File: src/hw/rtl/pbsm_pkg.sv
package pbsm_pkg;

   // Field widths of the request and result transfers.
   localparam int PAGE_W       = 31;
   localparam int KIND_W       = 2;
   localparam int CHOICE_W     = 6;
   localparam int SLOT_FIELD_W = 6;
   localparam int STATUS_W     = 2;

   // Default number of buffer slots.
   localparam int SLOT_COUNT_DEF = 64;

   // Packed stream widths, padded to whole bytes.
   localparam int REQ_TDATA_W = 40;
   localparam int RSP_TDATA_W = 72;

   // Configuration port widths.
   localparam int CSR_INDEX_W = 1;
   localparam int CSR_DATA_W  = 31;

   typedef enum logic [KIND_W-1:0] {
      KIND_NEW       = 2'd0,
      KIND_GET       = 2'd1,
      KIND_FLUSH     = 2'd2,
      KIND_FLUSH_ALL = 2'd3
   } kind_type;

   typedef enum logic [STATUS_W-1:0] {
      STATUS_OK           = 2'd0,
      STATUS_NOT_RESIDENT = 2'd1,
      STATUS_NO_DISK      = 2'd2
   } status_type;

   typedef enum logic [CSR_INDEX_W-1:0] {
      CSR_HAS_DISK       = 1'b0,
      CSR_FIRST_NEW_PAGE = 1'b1
   } csr_index_type;

   typedef enum logic [2:0] {
      ST_IDLE,
      ST_LOOK,
      ST_PLACE,
      ST_VICTIM,
      ST_FA_READ,
      ST_FA_DATA,
      ST_EMIT
   } seq_state_type;

   // Configuration seen by the sequencer.
   typedef struct packed {
      logic              has_disk;
      logic [PAGE_W-1:0] first_new_page;
   } cfg_type;

   // One result item.
   typedef struct packed {
      status_type              status;
      logic [SLOT_FIELD_W-1:0] slot;
      logic [PAGE_W-1:0]       result_page;
      logic                    load_from_disk;
      logic                    write_back;
      logic [PAGE_W-1:0]       write_page_id;
      logic                    last;
   } rsp_item_type;

endpackage

File: src/hw/rtl/pbsm_slot_ram.sv
module pbsm_slot_ram #(
   parameter int DEPTH  = 64,
   parameter int ADDR_W = 6,
   parameter int DATA_W = 31
) (
   input  logic              clock,
   input  logic              wr_en,
   input  logic [ADDR_W-1:0] wr_addr,
   input  logic [DATA_W-1:0] wr_data,
   input  logic [ADDR_W-1:0] rd_addr,
   output logic [DATA_W-1:0] rd_data
);

   logic [DATA_W-1:0] mem [DEPTH];
   logic [DATA_W-1:0] rd_data_ff;

   // Single write port.
   always_ff @(posedge clock) begin
      if (wr_en) begin
         mem[wr_addr] <= wr_data;
      end
   end

   // Registered read port.
   always_ff @(posedge clock) begin
      rd_data_ff <= mem[rd_addr];
   end

   assign rd_data = rd_data_ff;

endmodule

File: src/hw/rtl/pbsm_seq.sv
module pbsm_seq #(
   parameter int SLOT_COUNT = pbsm_pkg::SLOT_COUNT_DEF,
   parameter int SLOT_W     = $clog2(SLOT_COUNT),
   parameter int CNT_W      = $clog2(SLOT_COUNT + 1)
) (
   input  logic                           clock,
   input  logic                           reset,
   input  pbsm_pkg::cfg_type              cfg,
   input  logic                           req_valid,
   output logic                           req_ready,
   input  pbsm_pkg::kind_type             req_kind,
   input  logic [pbsm_pkg::PAGE_W-1:0]    req_page,
   input  logic [pbsm_pkg::CHOICE_W-1:0]  req_choice,
   output logic                           res_valid,
   input  logic                           res_ready,
   output pbsm_pkg::rsp_item_type         res,
   output logic                           ram_we,
   output logic [SLOT_W-1:0]              ram_waddr,
   output logic [pbsm_pkg::PAGE_W-1:0]    ram_wdata,
   output logic [SLOT_W-1:0]              ram_raddr,
   input  logic [pbsm_pkg::PAGE_W-1:0]    ram_rdata
);

   import pbsm_pkg::*;

   localparam int EXT_W = (SLOT_W > SLOT_FIELD_W) ? SLOT_W : SLOT_FIELD_W;
   localparam int REM_W = SLOT_W + CHOICE_W + 1;

   seq_state_type        state_ff, state_in;
   kind_type             kind_ff, kind_in;
   logic [PAGE_W-1:0]    page_ff, page_in;
   logic [SLOT_W-1:0]    choice_ff, choice_in;
   logic [CNT_W-1:0]     idx_ff, idx_in;
   logic                 pend_ff, pend_in;
   logic [SLOT_W-1:0]    pend_idx_ff, pend_idx_in;
   logic [CNT_W-1:0]     filled_ff, filled_in;
   logic [PAGE_W-1:0]    new_count_ff, new_count_in;
   rsp_item_type         res_ff, res_in;

   logic                 full;
   logic                 hit;
   logic [SLOT_W-1:0]    choice_mod;
   logic [REM_W-1:0]     rem;

   // Low bits of a slot index as carried in the result.
   function automatic logic [SLOT_FIELD_W-1:0] slot_field(input logic [SLOT_W-1:0] s);
      logic [EXT_W-1:0] e;
      e = EXT_W'(s);
      return e[SLOT_FIELD_W-1:0];
   endfunction

   // Victim choice modulo the slot count by restoring compare and subtract.
   always_comb begin
      rem = REM_W'(req_choice);
      for (int k = CHOICE_W - 1; k >= 0; k--) begin
         if (rem >= (REM_W'(SLOT_COUNT) << k)) begin
            rem = rem - (REM_W'(SLOT_COUNT) << k);
         end
      end
      choice_mod = rem[SLOT_W-1:0];
   end

   assign full = (filled_ff == CNT_W'(SLOT_COUNT));

   // Sequencer registers.
   always_ff @(posedge clock) begin
      if (reset) begin
         state_ff     <= ST_IDLE;
         filled_ff    <= '0;
         new_count_ff <= '0;
      end else begin
         state_ff     <= state_in;
         filled_ff    <= filled_in;
         new_count_ff <= new_count_in;
      end
   end

   always_ff @(posedge clock) begin
      kind_ff     <= kind_in;
      page_ff     <= page_in;
      choice_ff   <= choice_in;
      idx_ff      <= idx_in;
      pend_ff     <= pend_in;
      pend_idx_ff <= pend_idx_in;
      res_ff      <= res_in;
   end

   // Next state, table access and result building.
   always_comb begin
      state_in     = state_ff;
      kind_in      = kind_ff;
      page_in      = page_ff;
      choice_in    = choice_ff;
      idx_in       = idx_ff;
      pend_in      = pend_ff;
      pend_idx_in  = pend_idx_ff;
      filled_in    = filled_ff;
      new_count_in = new_count_ff;
      res_in       = res_ff;
      req_ready    = 1'b0;
      res_valid    = 1'b0;
      hit          = 1'b0;
      ram_we       = 1'b0;
      ram_waddr    = choice_ff;
      ram_wdata    = page_ff;
      ram_raddr    = idx_ff[SLOT_W-1:0];

      case (state_ff)
         ST_IDLE: begin
            req_ready = 1'b1;
            if (req_valid) begin
               kind_in   = req_kind;
               page_in   = req_page;
               choice_in = choice_mod;
               idx_in    = '0;
               pend_in   = 1'b0;
               case (req_kind)
                  KIND_NEW: begin
                     page_in      = cfg.first_new_page + new_count_ff;
                     new_count_in = new_count_ff + PAGE_W'(1);
                     state_in     = ST_PLACE;
                  end
                  KIND_GET, KIND_FLUSH: begin
                     state_in = ST_LOOK;
                  end
                  KIND_FLUSH_ALL: begin
                     state_in = ST_FA_READ;
                  end
                  default: begin
                     state_in = ST_IDLE;
                  end
               endcase
            end
         end

         // Pipelined scan: issue one read a cycle, compare the one before.
         ST_LOOK: begin
            hit = pend_ff && (ram_rdata == page_ff);
            if (hit) begin
               res_in.status         = STATUS_OK;
               res_in.slot           = slot_field(pend_idx_ff);
               res_in.result_page    = page_ff;
               res_in.load_from_disk = 1'b0;
               res_in.write_back     = (kind_ff == KIND_FLUSH) && cfg.has_disk;
               res_in.write_page_id  = (kind_ff == KIND_FLUSH) ? page_ff : '0;
               res_in.last           = 1'b1;
               state_in              = ST_EMIT;
            end else if (idx_ff < filled_ff) begin
               ram_raddr   = idx_ff[SLOT_W-1:0];
               idx_in      = idx_ff + CNT_W'(1);
               pend_in     = 1'b1;
               pend_idx_in = idx_ff[SLOT_W-1:0];
            end else if (pend_ff) begin
               pend_in = 1'b0;
            end else if ((kind_ff == KIND_GET) && cfg.has_disk) begin
               state_in = ST_PLACE;
            end else begin
               res_in.status         = (kind_ff == KIND_GET) ? STATUS_NO_DISK
                                                             : STATUS_NOT_RESIDENT;
               res_in.slot           = '0;
               res_in.result_page    = page_ff;
               res_in.load_from_disk = 1'b0;
               res_in.write_back     = 1'b0;
               res_in.write_page_id  = '0;
               res_in.last           = 1'b1;
               state_in              = ST_EMIT;
            end
         end

         // Take the next free slot, or read the victim when all are full.
         ST_PLACE: begin
            if (!full) begin
               ram_we                = 1'b1;
               ram_waddr             = filled_ff[SLOT_W-1:0];
               filled_in             = filled_ff + CNT_W'(1);
               res_in.status         = STATUS_OK;
               res_in.slot           = slot_field(filled_ff[SLOT_W-1:0]);
               res_in.result_page    = page_ff;
               res_in.load_from_disk = (kind_ff == KIND_GET);
               res_in.write_back     = 1'b0;
               res_in.write_page_id  = '0;
               res_in.last           = 1'b1;
               state_in              = ST_EMIT;
            end else begin
               ram_raddr = choice_ff;
               state_in  = ST_VICTIM;
            end
         end

         // The victim's page is on the read port; overwrite its slot.
         ST_VICTIM: begin
            ram_we                = 1'b1;
            ram_waddr             = choice_ff;
            res_in.status         = STATUS_OK;
            res_in.slot           = slot_field(choice_ff);
            res_in.result_page    = page_ff;
            res_in.load_from_disk = (kind_ff == KIND_GET);
            res_in.write_back     = cfg.has_disk;
            res_in.write_page_id  = ram_rdata;
            res_in.last           = 1'b1;
            state_in              = ST_EMIT;
         end

         ST_FA_READ: begin
            if (filled_ff == '0) begin
               res_in.status         = STATUS_NOT_RESIDENT;
               res_in.slot           = '0;
               res_in.result_page    = '0;
               res_in.load_from_disk = 1'b0;
               res_in.write_back     = 1'b0;
               res_in.write_page_id  = '0;
               res_in.last           = 1'b1;
               state_in              = ST_EMIT;
            end else begin
               ram_raddr = idx_ff[SLOT_W-1:0];
               state_in  = ST_FA_DATA;
            end
         end

         ST_FA_DATA: begin
            res_in.status         = STATUS_OK;
            res_in.slot           = slot_field(idx_ff[SLOT_W-1:0]);
            res_in.result_page    = ram_rdata;
            res_in.load_from_disk = 1'b0;
            res_in.write_back     = cfg.has_disk;
            res_in.write_page_id  = ram_rdata;
            res_in.last           = ((idx_ff + CNT_W'(1)) == filled_ff);
            state_in              = ST_EMIT;
         end

         // Hand the result to the output register; flush-all loops back.
         ST_EMIT: begin
            res_valid = 1'b1;
            if (res_ready) begin
               if ((kind_ff == KIND_FLUSH_ALL) && !res_ff.last) begin
                  idx_in   = idx_ff + CNT_W'(1);
                  state_in = ST_FA_READ;
               end else begin
                  state_in = ST_IDLE;
               end
            end
         end

         default: begin
            state_in = ST_IDLE;
         end
      endcase
   end

   assign res = res_ff;

   // The fill count never passes the slot count.
   a_filled_bound: assert property (@(posedge clock) disable iff (reset)
      filled_ff <= CNT_W'(SLOT_COUNT))
      else $error("fill count above slot count");

   // The fill count only grows.
   a_filled_grows: assert property (@(posedge clock) disable iff (reset)
      !$past(reset) |-> filled_ff >= $past(filled_ff))
      else $error("fill count decreased");

   // While slots are free, writes go to the next free slot.
   a_fill_order: assert property (@(posedge clock) disable iff (reset)
      ram_we && !full |-> ram_waddr == filled_ff[SLOT_W-1:0])
      else $error("write outside the fill order");

   // A hit always names an occupied slot.
   a_hit_occupied: assert property (@(posedge clock) disable iff (reset)
      hit |-> CNT_W'(pend_idx_ff) < filled_ff)
      else $error("hit on an unoccupied slot");

endmodule

File: src/hw/rtl/page_buffer_slot_manager.sv
// Page buffer slot manager: maps page ids onto SLOT_COUNT buffer slots.
// Requests arrive on the req_ stream (kind in req_tuser, page id and victim
// choice in req_tdata); results leave on the rsp_ stream with status in
// rsp_tuser and rsp_tlast on the final result of each request. Flush-all
// gives one result per occupied slot in ascending order, else one not-resident.
// The csr_ port writes has_disk (index 0) and first_new_page (index 1) and is
// always ready; the user writes it only while no request is in flight, as the
// block does not enforce it. One request is handled at a time; req_tready is
// high only while idle. A new page passes through the place and emit states
// before its result enters the output register; a victim read adds a state.
// Get and flush scan the slot table through its single read port, one entry
// per cycle. A get that misses with a disk goes on to a placement, and to a
// victim read when the table is full. Flush-all passes through the read, data
// and emit states per occupied slot: the registered table read, then hand-off.
// The next request is accepted in the cycle after the last result of the
// previous one enters the output register.
// The result register lets the next request be accepted while a result waits;
// a stalled receiver only holds the sequencer once the next result is ready.
// Reset empties the table (fill count zero), clears the new-page counter and
// both configuration registers; no clearing pass is needed.
module page_buffer_slot_manager #(
   parameter int SLOT_COUNT = pbsm_pkg::SLOT_COUNT_DEF
) (
   input  logic                                clock,
   input  logic                                reset,
   // Request stream.
   input  logic                                req_tvalid,
   output logic                                req_tready,
   // req_tdata: page_id [30:0], victim_choice [36:31], zero [39:37].
   input  logic [pbsm_pkg::REQ_TDATA_W-1:0]    req_tdata,
   // req_tuser: kind [1:0].
   input  logic [pbsm_pkg::KIND_W-1:0]         req_tuser,
   // Result stream.
   output logic                                rsp_tvalid,
   input  logic                                rsp_tready,
   // rsp_tdata: slot [5:0], result_page [36:6], load_from_disk [37],
   // write_back [38], write_page_id [69:39], zero [71:70].
   output logic [pbsm_pkg::RSP_TDATA_W-1:0]    rsp_tdata,
   // rsp_tuser: status [1:0].
   output logic [pbsm_pkg::STATUS_W-1:0]       rsp_tuser,
   output logic                                rsp_tlast,
   // Configuration write channel.
   input  logic                                csr_valid,
   output logic                                csr_ready,
   input  logic [pbsm_pkg::CSR_INDEX_W-1:0]    csr_index,
   input  logic [pbsm_pkg::CSR_DATA_W-1:0]     csr_wdata
);

   import pbsm_pkg::*;

   localparam int SLOT_W = $clog2(SLOT_COUNT);
   localparam int CNT_W  = $clog2(SLOT_COUNT + 1);

   logic                 has_disk_ff;
   logic [PAGE_W-1:0]    first_new_page_ff;
   cfg_type              cfg;

   logic                 res_valid;
   logic                 res_ready;
   rsp_item_type         res;
   logic                 rsp_tvalid_ff;
   rsp_item_type         rsp_item_ff;

   logic                 ram_we;
   logic [SLOT_W-1:0]    ram_waddr;
   logic [PAGE_W-1:0]    ram_wdata;
   logic [SLOT_W-1:0]    ram_raddr;
   logic [PAGE_W-1:0]    ram_rdata;

   // Configuration registers.
   assign csr_ready = 1'b1;

   always_ff @(posedge clock) begin
      if (reset) begin
         has_disk_ff       <= 1'b0;
         first_new_page_ff <= '0;
      end else if (csr_valid) begin
         if (csr_index_type'(csr_index) == CSR_HAS_DISK) begin
            has_disk_ff <= csr_wdata[0];
         end else if (csr_index_type'(csr_index) == CSR_FIRST_NEW_PAGE) begin
            first_new_page_ff <= csr_wdata[PAGE_W-1:0];
         end
      end
   end

   assign cfg = {has_disk_ff, first_new_page_ff};

   pbsm_seq #(
      .SLOT_COUNT (SLOT_COUNT),
      .SLOT_W     (SLOT_W),
      .CNT_W      (CNT_W)
   ) u_seq (
      .clock      (clock),
      .reset      (reset),
      .cfg        (cfg),
      .req_valid  (req_tvalid),
      .req_ready  (req_tready),
      .req_kind   (kind_type'(req_tuser)),
      .req_page   (req_tdata[PAGE_W-1:0]),
      .req_choice (req_tdata[PAGE_W+CHOICE_W-1:PAGE_W]),
      .res_valid  (res_valid),
      .res_ready  (res_ready),
      .res        (res),
      .ram_we     (ram_we),
      .ram_waddr  (ram_waddr),
      .ram_wdata  (ram_wdata),
      .ram_raddr  (ram_raddr),
      .ram_rdata  (ram_rdata)
   );

   pbsm_slot_ram #(
      .DEPTH  (SLOT_COUNT),
      .ADDR_W (SLOT_W),
      .DATA_W (PAGE_W)
   ) u_table (
      .clock   (clock),
      .wr_en   (ram_we),
      .wr_addr (ram_waddr),
      .wr_data (ram_wdata),
      .rd_addr (ram_raddr),
      .rd_data (ram_rdata)
   );

   // Output register: loads when empty or when its transfer completes.
   assign res_ready = !rsp_tvalid_ff || rsp_tready;

   always_ff @(posedge clock) begin
      if (reset) begin
         rsp_tvalid_ff <= 1'b0;
      end else if (res_valid && res_ready) begin
         rsp_tvalid_ff <= 1'b1;
      end else if (rsp_tready) begin
         rsp_tvalid_ff <= 1'b0;
      end
   end

   always_ff @(posedge clock) begin
      if (res_valid && res_ready) begin
         rsp_item_ff <= res;
      end
   end

   assign rsp_tvalid = rsp_tvalid_ff;
   assign rsp_tuser  = rsp_item_ff.status;
   assign rsp_tlast  = rsp_item_ff.last;
   assign rsp_tdata  = {2'b00,
                        rsp_item_ff.write_page_id,
                        rsp_item_ff.write_back,
                        rsp_item_ff.load_from_disk,
                        rsp_item_ff.result_page,
                        rsp_item_ff.slot};

endmodule

File: config.mk
export PLATFORM = sky130hd
export DESIGN_NAME = page_buffer_slot_manager
export DESIGN_NICKNAME = d
export VERILOG_FILES = /design/src/hw/rtl/pbsm_pkg.sv /design/src/hw/rtl/pbsm_slot_ram.sv /design/src/hw/rtl/pbsm_seq.sv /design/src/hw/rtl/page_buffer_slot_manager.sv
export SDC_FILE = /design/constraint.sdc
export NUM_CORES = 2
export LEC_CHECK = 0
export BUFFER_PORTS_ARGS = -buffer_cell sky130_fd_sc_hd__buf_2
export CORE_MARGIN = 2
export CORE_UTILIZATION = 55
export CTS_BUF_LIST = sky130_fd_sc_hd__clkbuf_4
export CTS_CLUSTER_DIAMETER = 80
export DETAILED_ROUTE_END_ITERATION = 10
export GPL_TIMING_DRIVEN = 0
export HOLD_SLACK_MARGIN = 0.15
export MAX_ROUTING_LAYER = met4
export PLACE_DENSITY = 0.82
export SLEW_MARGIN = 25
export SYNTH_ARGS = -nofsm -noshare
export SYNTH_HDL_FRONTEND = slang
export SYNTH_SLANG_ARGS = --single-unit
File: constraint.sdc
create_clock -name clock -period 26.1 [get_ports clock]
set_clock_uncertainty 0.2 [all_clocks]
set_input_delay 1.305 -clock clock [delete_from_list [all_inputs] [get_ports clock]]
set_output_delay 1.305 -clock clock [all_outputs]
set_load 0.1 [all_outputs]
==> summary.md <==
| Metric | Value |
|---|---|
| Io pins | between 150 and 200 |
| Hold Path Stages | 0 |
| Worst setup margin | around 20 ns |
| Core area | 159,000 um^2 |
| Die Area | approximately 160,000 um^2 |
| Vias in the first global route | 52,087 |
| Worst min path class | reg -> reg |
| Register area share after synthesis | around three quarters |
| Post-synthesis async set-or-reset flop share | 0% |
| Slew HR | between 10% and 20% |
| Power Density | 103 nW/um^2 |
| CP bufs+invs | 3 |
| Failing checks | design-rule violations |
| Critical Path RT | between 20 and 30 ns |
| Die Wd | 404 um |
| WS Path Type | reg -> reg |
| Remaining antenna violation count | 0 |
| Initial core utilization | 55.5% |
| Violation count after the first detailed-routing iteration | approximately 8,500 |
| Setup TNS Final | 0 ns |
| Routed length per instance | 32.9 um |
| CTS Buf Count | 555 |
| DR pass1 iterations | 9 |
| #FFs+latches synth | 2,288 |
| Maximum clock frequency | between 0.15 and 0.2 GHz |
| Via count | ~52,000 |
| Reg2Reg Depth | 10 |
| Post-Route Utilization | approximately two thirds |
| CP max FO | 11 |
| Routed wire length | 254,000 um |
| Commonest non-fill, non-tap cell in the layout | edfxtp_1 |
| Final Cycle Share | 21.5% |
| Post-Place Setup Slack | just over 20 ns |
| Clk sinks | about 2,300 |
| Hold Crit Endpoint | rsp_tdata[61] |
| Pin count of the biggest net entering global routing | 31 |
| Detailed-placement wirelength estimate | 167,000 um |
| Final Setup Violations | 0 |
| RePlAce Congestion | 0.947 |
| CTS tree | done |
| Most Frequent Cell on Critical Path | buf_2 |
| Status | finished, violations left |
| FP Rows | roughly 150 |
| Initial antenna violation count | 20 |
| Synth cell types | between 60 and 70 |
| Pleak | about 34 nW |
| Worst-Skew Late Latency | approximately 1.5 ns |
| Mapped Area | about 88,000 um^2 |
| Commonest non-fill, non-tap cells in the layout | 2,183 x edfxtp_1, 804 x clkbuf_4, 496 x mux4_2, 250 x a22oi_1, 226 x buf_2 |
| Top FF cell, synth | edfxtp_1 |
| Fin. Hold Viols | 0 |
| RSZ-0062 raised after global routing | no |
| CP top delay family | simple AND/OR/NAND/NOR gates |
| Worst-Margin Slew | between 1 and 1.5 ns |
| Synth warn | 0 |
| Area Growth Syn to Fin | 16.9% |
| Worst setup SP type | flop |
| Critical path, cell by cell | nor3b_4, nand4_2, mux2i_1, buf_2, buf_2, buf_2, mux4_2, a22oi_1, nand4_1, or2_1 |
| Vias per cell | between 6 and 7 |
| Die Height | between 400 and 500 um |
| Clock Pin Slew Worst Setup and Hold Paths | around 0.080 ns |
| EDFF count, synth | ~2,200 |
| Nets | ~5,400 |
| Max-slew violations | 0 |
| H-tree depth | 6 |
| Deepest clock path buffer count | 4 |
| Share of cells above drive strength 1 | 33.4% |
| GR Overflow Total | 0 |
| First-pass GRT wire length | ~360,000 um |
| HP Start | u_seq.res[23] |
| Syn Area/Cell | a little over 20 um^2 |
| Total Routing Usage GR | 32.0% |
| Postcts setup bufs | 0 |
| Crit path capture type | flop |
| CP peak stage delay | roughly 0.65 ns |
| Max-Cap Viols | 0 |
| DRC | 2 |
| Worst reg2reg endpoint | u_table.rd_data[4] |
| Post-Syn Instances | approximately 4,300 |
| Root buffer cell | clkbuf_4 |
| R2R setup slack | between 20 and 25 ns |
| Port Buffers | ~150 |
| Critical path's slowest cell | buf_2 |
| CP arrival | around 6.7 ns |
| Reg-to-Reg Start | u_seq.state_ff[1] |
| Peak VDD IR | 66.2 uV |
| Final min period | roughly 5.6 ns |
-- layer usage --
layer  up-vias  GRT usage, %  routed length, um
met2      4950          48.5             121000
met4         0          18.3              16900
met3       987          10.5              36000
li1      20069             -                  -
met5         -             -                  0
met1     25795          37.8              80800
-- cell type report --
| type | count | area, um^2 |
|---|---|---|
| Sequential cell | 2288 | 67700 |
| Fill cell | 9527 | 55700 |
| Multi-Input combinational cell | 1740 | 19700 |
| Clock buffer | 801 | 6010 |
| Timing Repair Buffer | 421 | 5060 |
| Tap cell | 2072 | 2590 |
| Buffer | 219 | 1130 |
| Clock inverter | 124 | 686 |
| Inverter | 26 | 97.6 |
| Antenna cell | 25 | 62.6 |
-- how the worst max path moves through the flow --
stage,start,to,depth (start not counted)
floorplan,u_seq.ram_wdata[0],u_seq.res[0],7
global placement,u_seq.ram_wdata[7],u_seq.res[11],7
detailed placement,u_seq.state_ff[0],u_table.rd_data[6],11
CTS,u_seq.state_ff[0],u_table.rd_data[6],11
global route,u_seq.filled_ff[1],u_table.rd_data[10],11
finish,u_seq.state_ff[1],u_table.rd_data[4],10
-- flip-flops by register name (all words and copies together) (netlist names), 2 cells and up --
name and count:
rsp_tuser 2, u_seq.kind_ff 2, u_seq.new_count_ff 31, u_seq.state_ff 3, u_seq.pend_idx_ff 6, u_table.mem 1984, u_seq.filled_ff 7, u_seq.idx_ff 7
u_seq.ram_wdata 31, u_table.rd_data 31, rsp_tdata 70, first_new_page_ff 31, u_seq.res 73, u_seq.choice_ff 6
-- cells in the mapped netlist, drive strengths merged, types with 14 or more instances --
library cell / number / area share, %
inv: 26 / 0.11
nand4: 78 / 0.56
edfxtp: 2183 / 74
clkbuf: 103 / 0.45
or2: 33 / 0.23
mux2: 26 / 0.33
mux4: 496 / 13
nor2: 152 / 0.65
a21o: 26 / 0.22
a22o: 31 / 0.31
nand2: 184 / 0.78
dfxtp: 105 / 2.4
nand3: 25 / 0.14
xnor2: 71 / 0.71
buf: 116 / 0.84
a21oi: 79 / 0.45
a22oi: 250 / 2.1
o21ai: 59 / 0.34
and3: 14 / 0.099
xor2: 28 / 0.28
ha: 43 / 0.61
-- kinds of logic after synthesis --
family,Yosys count,synth area share (%)
adder cells (fa/ha/maj),44,0.634
flip-flops,2288,76.8
multiplexers,533,13.1
AO/OA/AOI/OAI,509,4.04
XOR/XNOR,99,0.984
AND/OR/NAND/NOR,552,2.99
buffers and inverters,245,1.40
other,2,0.00853
-- power by group --
part           total, mW  internal, mW  switching (mW)
registers           4.62          4.46           0.159
logic               3.04          1.08            1.95
clock network       2.91          1.48            1.43
-- per-stage QoR --
stage / hold WS, ns / area (um^2) / total power [mW] / instances
4_1_cts: 0.197 / 103000 / 10.5 / 7684
6_report: 0.174 / 103000 / 10.6 / 7716
2_1_floorplan: 0.200 / 88100 / 6.32 / 4273
3_3_place_gp: 0.205 / 91400 / 7.34 / 6494
5_1_grt: 0.183 / 103000 / 10.8 / 7710
3_5_place_dp: 0.205 / 95300 / 7.58 / 6675
-- timing repair --
| item | 4_1_cts | 5_1_grt |
|---|---|---|
| resized for setup | 0 | 0 |
| hold endpoints to repair | 73 | 0 |
| hold buffers | 84 | 0 |
(Power assumes the default switching activity.)
